==> config.mk <==
export PLATFORM = sky130hd
export DESIGN_NAME = sorted_priority_queue_core
export DESIGN_NICKNAME = d
export VERILOG_FILES = /design/src/hdl/spq_pkg.sv /design/src/hdl/sorted_priority_queue_core.sv /design/src/hdl/spq_cell.sv
export SDC_FILE = /design/constraint.sdc
export NUM_CORES = 2
export LEC_CHECK = 0
export ABC_AREA = 1
export BUFFER_PORTS_ARGS = -buffer_cell sky130_fd_sc_hd__buf_4
export CAP_MARGIN = 15
export CORE_ASPECT_RATIO = 1.2
export CORE_MARGIN = 4
export CORE_UTILIZATION = 28
export CTS_BUF_LIST = sky130_fd_sc_hd__clkbuf_4 sky130_fd_sc_hd__clkbuf_8
export DETAILED_ROUTE_END_ITERATION = 8
export PLACE_DENSITY_LB_ADDON = 0.2
export SLEW_MARGIN = 10
export SYNTH_ARGS = -nofsm -noshare
export SYNTH_HDL_FRONTEND = slang
export SYNTH_HIERARCHICAL = 1
export SYNTH_SLANG_ARGS = --single-unit
==> constraint.sdc <==
create_clock -name clk -period 15.6 [get_ports clk]
set_input_delay 3.12 -clock clk [delete_from_list [all_inputs] [get_ports clk]]
set_output_delay 3.12 -clock clk [all_outputs]
set_load 0.1 [all_outputs]
==> src/hdl/spq_pkg.sv <==
// Shared types, codes and sizes for the sorted priority queue.
package spq_pkg;

  localparam int CAPACITY = 16;
  localparam int ID_BITS  = 16;
  localparam int CNT_W    = $clog2(CAPACITY + 1);

  localparam logic [1:0] CMD_INSERT  = 2'd0;
  localparam logic [1:0] CMD_EXTRACT = 2'd1;
  localparam logic [1:0] CMD_REMOVE  = 2'd2;
  localparam logic [1:0] CMD_CHANGE  = 2'd3;

  localparam logic [1:0] STAT_OK        = 2'd0;
  localparam logic [1:0] STAT_EMPTY     = 2'd1;
  localparam logic [1:0] STAT_NOT_FOUND = 2'd2;
  localparam logic [1:0] STAT_FULL      = 2'd3;

  typedef struct packed {
    logic [ID_BITS-1:0] id;
    logic [15:0]        order;
    logic signed [31:0] prio;
  } entry_t;

  typedef enum logic [1:0] {
    OP_HOLD,
    OP_INSERT,
    OP_REMOVE
  } cell_op_t;

  // Broadcast to every cell in the row.
  typedef struct packed {
    cell_op_t           op;
    logic [ID_BITS-1:0] key;
    entry_t             ins;
  } cell_ctl_t;

  // Travels from a cell to its right neighbor.
  typedef struct packed {
    entry_t e;
    logic   valid;
    logic   keeps;
    logic   hit;
    entry_t carry;
  } link_fwd_t;

  // Travels from a cell to its left neighbor.
  typedef struct packed {
    entry_t e;
    logic   valid;
  } link_bwd_t;

  typedef enum logic {
    S_IDLE,
    S_REINSERT
  } state_t;

endpackage

==> src/hdl/sorted_priority_queue_core.sv <==
// Sorted minimum priority queue built as a row of shifting cells.
// Insert, extract and remove: done pulses in the cycle after start is taken, busy stays low.
// Change priority: a remove pass, then a re-insert pass; if the id is found, busy is high
// for one cycle and done pulses after the re-insert pass. The compare and first-match
// chain through the cell row sets the clock period. Reset (rst, synchronous) empties the
// queue and clears busy and done; the receiver cannot stall, each result is shown for one cycle.
module sorted_priority_queue_core (
  input  logic        clk,
  input  logic        rst,
  input  logic        start,
  input  logic [1:0]  cmd,
  input  logic [15:0] item_id,
  input  logic [15:0] item_order,
  input  logic signed [31:0] item_priority,
  output logic        busy,
  output logic        done,
  output logic [15:0] out_id,
  output logic [15:0] out_order,
  output logic signed [31:0] out_priority,
  output logic [1:0]  status,
  output logic [4:0]  entry_count
);
  import spq_pkg::*;

  state_t     state;
  state_t     state_next;
  logic [CNT_W-1:0] held_count;
  logic [CNT_W-1:0] held_count_next;
  entry_t     held;
  cell_ctl_t  ctl;
  logic       force_head;
  logic       accept;
  logic       found;
  logic       empty;
  logic       full;
  logic       res_fire;
  logic       res_take;
  logic [1:0] res_stat;
  logic [CAPACITY-1:0] valid_vec;

  link_fwd_t fwd [CAPACITY+1];
  link_bwd_t bwd [CAPACITY+1];

  assign fwd[0].e = '0;
  assign fwd[0].valid = 1'b1;
  assign fwd[0].keeps = 1'b1;
  assign fwd[0].hit = force_head;
  assign fwd[0].carry = '0;
  assign bwd[CAPACITY].e = '0;
  assign bwd[CAPACITY].valid = 1'b0;

  for (genvar i = 0; i < CAPACITY; i++) begin : g_cell
    spq_cell u_cell (
      .clk        (clk),
      .rst        (rst),
      .ctl        (ctl),
      .from_left  (fwd[i]),
      .from_right (bwd[i+1]),
      .to_right   (fwd[i+1]),
      .to_left    (bwd[i])
    );
    assign valid_vec[i] = bwd[i].valid;
  end

  assign busy   = (state == S_REINSERT);
  assign accept = start && !busy;
  assign found  = fwd[CAPACITY].hit;
  assign empty  = (held_count == '0);
  assign full   = (held_count == CNT_W'(CAPACITY));
  assign entry_count = 5'(held_count);

  always_comb begin
    state_next = state;
    held_count_next = held_count;
    ctl.op = OP_HOLD;
    ctl.key = ID_BITS'(item_id);
    ctl.ins.id = ID_BITS'(item_id);
    ctl.ins.order = item_order;
    ctl.ins.prio = item_priority;
    force_head = 1'b0;
    res_fire = 1'b0;
    res_take = 1'b0;
    res_stat = STAT_OK;
    unique case (state)
      S_IDLE: begin
        if (accept) begin
          unique case (cmd) inside
            CMD_INSERT: begin
              res_fire = 1'b1;
              if (full) begin
                res_stat = STAT_FULL;
              end else begin
                ctl.op = OP_INSERT;
                held_count_next = held_count + 1'b1;
              end
            end
            CMD_EXTRACT: begin
              res_fire = 1'b1;
              if (empty) begin
                res_stat = STAT_EMPTY;
              end else begin
                ctl.op = OP_REMOVE;
                force_head = 1'b1;
                res_take = 1'b1;
                held_count_next = held_count - 1'b1;
              end
            end
            CMD_REMOVE, CMD_CHANGE: begin
              // With no match no cell shifts, so the remove pass is harmless.
              ctl.op = OP_REMOVE;
              if (empty) begin
                res_fire = 1'b1;
                res_stat = STAT_EMPTY;
              end else if (!found) begin
                res_fire = 1'b1;
                res_stat = STAT_NOT_FOUND;
              end else begin
                held_count_next = held_count - 1'b1;
                if (cmd == CMD_REMOVE) begin
                  res_fire = 1'b1;
                end else begin
                  state_next = S_REINSERT;
                end
              end
            end
            default: ;
          endcase
        end
      end
      S_REINSERT: begin
        ctl.op = OP_INSERT;
        ctl.ins = held;
        res_fire = 1'b1;
        held_count_next = held_count + 1'b1;
        state_next = S_IDLE;
      end
      default: state_next = S_IDLE;
    endcase
  end

  always_ff @(posedge clk) begin
    if (rst) begin
      state <= S_IDLE;
      held_count <= '0;
      done <= 1'b0;
    end else begin
      state <= state_next;
      held_count <= held_count_next;
      done <= res_fire;
    end
  end

  always_ff @(posedge clk) begin
    if (state == S_IDLE) begin
      held.id <= fwd[CAPACITY].carry.id;
      held.order <= fwd[CAPACITY].carry.order;
      held.prio <= item_priority;
    end
    if (res_fire) begin
      out_id <= res_take ? 16'(bwd[0].e.id) : '0;
      out_order <= res_take ? bwd[0].e.order : '0;
      out_priority <= res_take ? bwd[0].e.prio : '0;
      status <= res_stat;
    end
  end

  a_busy_from_change: assert property (@(posedge clk) disable iff (rst)
    $rose(busy) |-> $past(start && cmd == CMD_CHANGE))
    else $error("busy rose without a change-priority beat");

  a_count_matches_cells: assert property (@(posedge clk) disable iff (rst)
    $countones(valid_vec) == held_count)
    else $error("occupied cells disagree with the entry count");

  a_full_status: assert property (@(posedge clk) disable iff (rst)
    done && status == STAT_FULL |-> held_count == CNT_W'(CAPACITY))
    else $error("full status reported while the queue has room");

  a_reinsert_done: assert property (@(posedge clk) disable iff (rst)
    busy |=> done)
    else $error("re-insert pass did not produce a result");

endmodule

==> src/hdl/spq_cell.sv <==
// One slot of the sorted queue: holds an entry and shifts it left or right.
module spq_cell (
  input  logic              clk,
  input  logic              rst,
  input  spq_pkg::cell_ctl_t ctl,
  input  spq_pkg::link_fwd_t from_left,
  input  spq_pkg::link_bwd_t from_right,
  output spq_pkg::link_fwd_t to_right,
  output spq_pkg::link_bwd_t to_left
);
  import spq_pkg::*;

  entry_t e;
  entry_t e_next;
  logic   valid;
  logic   valid_next;
  logic   keeps;
  logic   match;
  logic   shift;

  always_comb begin
    keeps = valid && ($signed(e.prio) < $signed(ctl.ins.prio));
    match = valid && (e.id == ctl.key);
    // Every cell at or beyond the first match closes the gap.
    shift = from_left.hit || match;
    e_next = e;
    valid_next = valid;
    unique case (ctl.op)
      OP_INSERT: begin
        if (!keeps) begin
          if (from_left.keeps) begin
            e_next = ctl.ins;
            valid_next = 1'b1;
          end else begin
            e_next = from_left.e;
            valid_next = from_left.valid;
          end
        end
      end
      OP_REMOVE: begin
        if (shift) begin
          e_next = from_right.e;
          valid_next = from_right.valid;
        end
      end
      default: ;
    endcase
  end

  always_comb begin
    to_right.e = e;
    to_right.valid = valid;
    to_right.keeps = keeps;
    to_right.hit = shift;
    // The first matching cell hands its entry down the row.
    to_right.carry = (match && !from_left.hit) ? e : from_left.carry;
    to_left.e = e;
    to_left.valid = valid;
  end

  always_ff @(posedge clk) begin
    if (rst) begin
      valid <= 1'b0;
    end else begin
      valid <= valid_next;
    end
  end

  always_ff @(posedge clk) begin
    e <= e_next;
  end

endmodule
* Word level (Yosys, flattened, before mapping)
Cells that the tools add are included.
** Operators by class
- Add/subtract/negate cells :: 2
- $lt $le $gt $ge :: 16
- Equal/unequal tests :: 60
- Muxes and demuxes :: 176
- Bitwise operators :: 2
- Reduce and logical (&&, ||, !) cells :: 105
** Operators with widths (count)
- $mux 64 :: 64
- $pmux 64 s2 :: 16
- $lt 32x32->1 :: 16
- $eq 16x16->1 :: 16
- $mux 1 :: 62
- $logic_and 1x1->1 :: 49
- $reduce_and 3->1 :: 16
- $pmux 1 s2 :: 19
- $ne 2x2->1 const B :: 18
- $ne 2x1->1 const B :: 15
- $mux 5 :: 5
- $logic_not 1->1 :: 17
- $logic_or 1x1->1 :: 16
- $pmux 5 s3 :: 1
- $ne 3x3->1 const B :: 4
- $pmux 2 s3 :: 2
- $mux 2 :: 5
- $pmux 5 s2 :: 1
- $eq 2x2->1 const B :: 3
- $reduce_and 6->1 :: 1
- $reduce_or 2->1 :: 3
- $add 5x1->5 const B :: 1
- $eq 5x5->1 const B :: 1
- $logic_not 5->1 :: 1
- other kinds (7) :: 9
** Word-level totals
- Bits in registers :: 1177
- Output and inout bits :: 73

* Depth between registers and ports, before layout
- Depth in word-level cells :: 26
- Mapped depth :: 61
- Mapped depth without buffers :: 45

* Modules after synthesis
The synthesis kept the hierarchy.
** By module, submodules not included
- spq_cell (g_cell[0].u_cell ...) :: times used 8, cells an instance 882, area an instance 5924.4 µm²
- spq_cell (g_cell[2].u_cell ...) :: times used 8, cells an instance 881, area an instance 5924.4 µm²
- sorted_priority_queue_core :: times used 1, cells an instance 551, area an instance 5805.6 µm²

* Least setup slack after synthesis
OpenSTA, ideal clock, no wires.
- Path kind :: input to register
- From :: input port item_id[7]
- To :: register g_cell[15].u_cell.e (netlist bit g_cell[15].u_cell/to_left[10]) (enable)
- Setup time :: 1045 ps
- Data arrival time :: 10077 ps
- Data required time :: 14555 ps
- Path slack :: 4477 ps
- Stages on the path :: 54
- Buffers on the path :: 15
- Cell sequence :: or2_2 nand2_1 inv_1 nand4_1 nor2_1 nand4_1 nand2_1 buf_4 inv_2 nand2_1 buf_4 inv_2 nand2_1 buf_4 inv_2 nand2_1 buf_4 inv_2 (+18 left out) nand2_1 buf_4 inv_2 nand2_1 buf_4 inv_2 nand2_1 buf_4 inv_2 nand2_1 buf_4 inv_2 nand2_1 buf_4 inv_2 nand2_1 nand2_1 o21ai_0
** Between the ends
- Word-level cells in the longest chain between the ends :: 20
** RTL lines
- from (decl) :: RTL line sorted_priority_queue_core.sv:12 : input logic [15:0] item_id,
- $eq 16x16->1 :: RTL line spq_cell.sv:23 : match = valid && (e.id == ctl.key);
- $logic_and 1x1->1 :: RTL line spq_cell.sv:23
- $logic_or 1x1->1 :: RTL line spq_cell.sv:25 : shift = from_left.hit || match;
- named net g_cell[0].u_cell.shift :: RTL line spq_cell.sv:19 : logic shift;
- $logic_or 1x1->1 :: RTL line spq_cell.sv:25
- named net g_cell[1].u_cell.shift :: RTL line spq_cell.sv:19
- $logic_or 1x1->1 :: RTL line spq_cell.sv:25
- named net g_cell[2].u_cell.shift :: RTL line spq_cell.sv:19
- (+1 left out)
- named net g_cell[3].u_cell.shift :: RTL line spq_cell.sv:19
- (+1 left out)
- named net g_cell[4].u_cell.shift :: RTL line spq_cell.sv:19
- (+1 left out)
- named net g_cell[5].u_cell.shift :: RTL line spq_cell.sv:19
- (+1 left out)
- named net g_cell[6].u_cell.shift :: RTL line spq_cell.sv:19
- (+1 left out)
- named net g_cell[7].u_cell.shift :: RTL line spq_cell.sv:19
- (+1 left out)
- named net g_cell[8].u_cell.shift :: RTL line spq_cell.sv:19
- (+1 left out)
- named net g_cell[9].u_cell.shift :: RTL line spq_cell.sv:19
- (+1 left out)
- named net g_cell[10].u_cell.shift :: RTL line spq_cell.sv:19
- (+1 left out)
- named net g_cell[11].u_cell.shift :: RTL line spq_cell.sv:19
- (+1 left out)
- named net g_cell[12].u_cell.shift :: RTL line spq_cell.sv:19
- $logic_or 1x1->1 :: RTL line spq_cell.sv:25
- named net g_cell[13].u_cell.shift :: RTL line spq_cell.sv:19
- $logic_or 1x1->1 :: RTL line spq_cell.sv:25
- named net g_cell[14].u_cell.shift :: RTL line spq_cell.sv:19
- $logic_or 1x1->1 :: RTL line spq_cell.sv:25
- named net g_cell[15].u_cell.shift :: RTL line spq_cell.sv:19
- $ne 2x2->1 (no source line)
- $reduce_and 3->1 (no source line)
- to (signal assigned) :: RTL line spq_cell.sv:70 : e <= e_next;
- to (decl) :: RTL line spq_cell.sv:13 : entry_t e;
The timed path passes the listed nets, and every way through them passes these cells.
A chain may end at the register's enable or synchronous reset.

==> flow_summary.ini <==
[sta]
rsz0062_at_grt = no
maxSlewHeadroom_pct = 25.13
hold_slack_ps = 559.9
finalHoldViolCount = 0
skew_ps = 110.0
finalCriticalPeriod_ps = 12410
tns_ps = 0
tightest_slew_ps = 1120
timing.final.max_slew_violations = 0
setup_viol = 0
fmax_mhz = 80.55
fin_crit_sh_pct = 79.58

[power]
power_density_nw_per_um2 = 90.09
ir_worst_vdd_mv = 0.05958
seqPwrFrac_pct = 45.3
leakage_nw = 41.20
internal_power_mw = 5.917
p_clk_share_pct = 36.5
p_total_mw = 8.667
p_sw_mw = 2.750
p_sw_share_pct = 31.73
combPwrFrac_pct = 18.2

[detailed_routing]
drtIter0Drc = 5101
drtPass1Iterations = 6
drcViolationCount = 0
vias = 73740
routed_wl_mm = 287.2
wl_per_cell_um = 17.32
antenna_left = 0
viasPerCell = 4.445

[logic_synthesis]
syn_area_per_cell_um2 = 7.198
yosysWarnings = 6
synth_area_um2 = 93370
postSynthCellCount = 12970

[cts]
cts_resized = 0
clk_pin_slew_ps = 60
clock-sinks = 1177
cts_root_buffer = clkbuf_8
clockBufferDepth = 4
clk_latency_ps = 1020
postCtsSetupBuffers = 0
htree_levels = 4
holdBufCountCts = 0
cts_buffers = 231
cts_tree = built

[floorplanning]
die_area_um2 = 342800
io_pins = 142
die-width_um = 535.1
fp.dieH_um = 640.6
num_rows = 232
initial_core_util_pct = 28.09
coreArea_um2 = 332400

[global_routing]
grtUsageTotal_pct = 16.20
antenna_found_initial = 11
grt_pass1_wl_mm = 435.6
grt_pass1_vias = 70330
grt_max_degree = 110
gr-total-overflow = 0

[worst_setup_path]
crit_arrival_ps = 13060
cp.required_ps = 16250
crit_fanout = 38
crit_top_cell = nand2_1
slowest_stage = nand2_4
cpLargestDelayFamily = buffers and inverters
endpoint_kind = flop
r2r_start = entry_count[0]
critPathLaunch = start
critPathBufInv = 20
path_class = primary input to flop
critPathLaunchType = primary input
slowest_delay_ps = 480

[layout]
final_nets = 12530
drive_above_1_share_pct = 7.384
areaGrowthSynthToFinish_pct = 3.033

[worst_hold_path]
min-delay-start = g_cell[15].u_cell/to_left[15]
hold_path_class = flop to flop

[outcome]
status = finished, final reports clean

[flow_run]
cap_violations = 0

[place]
port_buffers = 141
dp_hpwl_mm = 224.7
gp_congestion = 0.8717
-- registers in the layout (all words and copies together), names as in the netlist, 2 cells and up --
| name | count |
|---|---|
| entry_count | 5 |
| status | 2 |
| g_cell.u_cell/to_left | 1024 |
| g_cell.u_cell/valid | 16 |
| out_priority | 32 |
| held | 64 |
| out_id | 16 |
| out_order | 16 |
-- final timing paths --
| path | endpoint | slack [ps] | cells past startpoint |
|---|---|---|---|
| worst min-delay path | g_cell[14].u_cell/to_left[15] | 560 | 2 |
| worst max-delay path | out_priority[7] | 3190 | 41 |
| worst max register to register | out_priority[7] | 4860 | 41 |
| worst min register to register | g_cell[14].u_cell/to_left[15] | 560 | 2 |
-- routing by layer --
layer	vias up	GRT usage, %	wire, um
met5	-	0	85
met2	1545	26.26	128200
met4	12	4.895	8796
met3	426	2.302	13770
met1	32710	22.29	136400
li1	39040	-	-
-- power by group through the flow --
stage	clock, mW	combinational, mW	sequential [mW]
5_1_grt	3.45	1.82	3.94
6_report	3.17	1.58	3.92
3_5_place_dp	0	1.59	3.99
3_3_place_gp	0	1.57	3.99
4_1_cts	3.32	1.59	3.93
2_1_floorplan	0	1.21	4.02
-- placed cells by master, fill, tap and decap left out, drive strengths merged, types with 132 or more instances in the layout --
master  instances
clkbuf        330
ha            498
a21oi         241
nand3         475
o21ai        2379
conb          165
nand2        3914
nor2          447
inv          1637
nand4         132
edfxtp       1154
buf           273
-- tightest hold or removal path, stage by stage, from the launching register on --
cell and delay [ps]:
edfxtp_1 340, nand2_1 50, o21ai_0 60
-- layout make-up --
| class | instances | area (um2) |
|---|---|---|
| timing repair buffer | 273 | 2062 |
| clock inverter | 78 | 465.4 |
| clock buffer | 330 | 3966 |
| antenna | 9 | 22.52 |
| tap | 4446 | 5563 |
| fill | 36370 | 236200 |
| sequential | 1177 | 35120 |
| inverter | 1636 | 6148 |
| multi-input combinational | 8640 | 42850 |
-- per-stage QoR --
stage	setup WS, ps	util [%]	instance area [um2]	std cells
2_1_floorplan	5104	-	93980	13140
3_3_place_gp	2409	27.60	91720	16170
3_5_place_dp	2174	27.60	91720	16170
4_1_cts	3264	28.93	96160	16580
5_1_grt	2211	28.94	96190	16590
6_report	3185	28.94	96200	16590
Power figures use the tool's default switching activity.
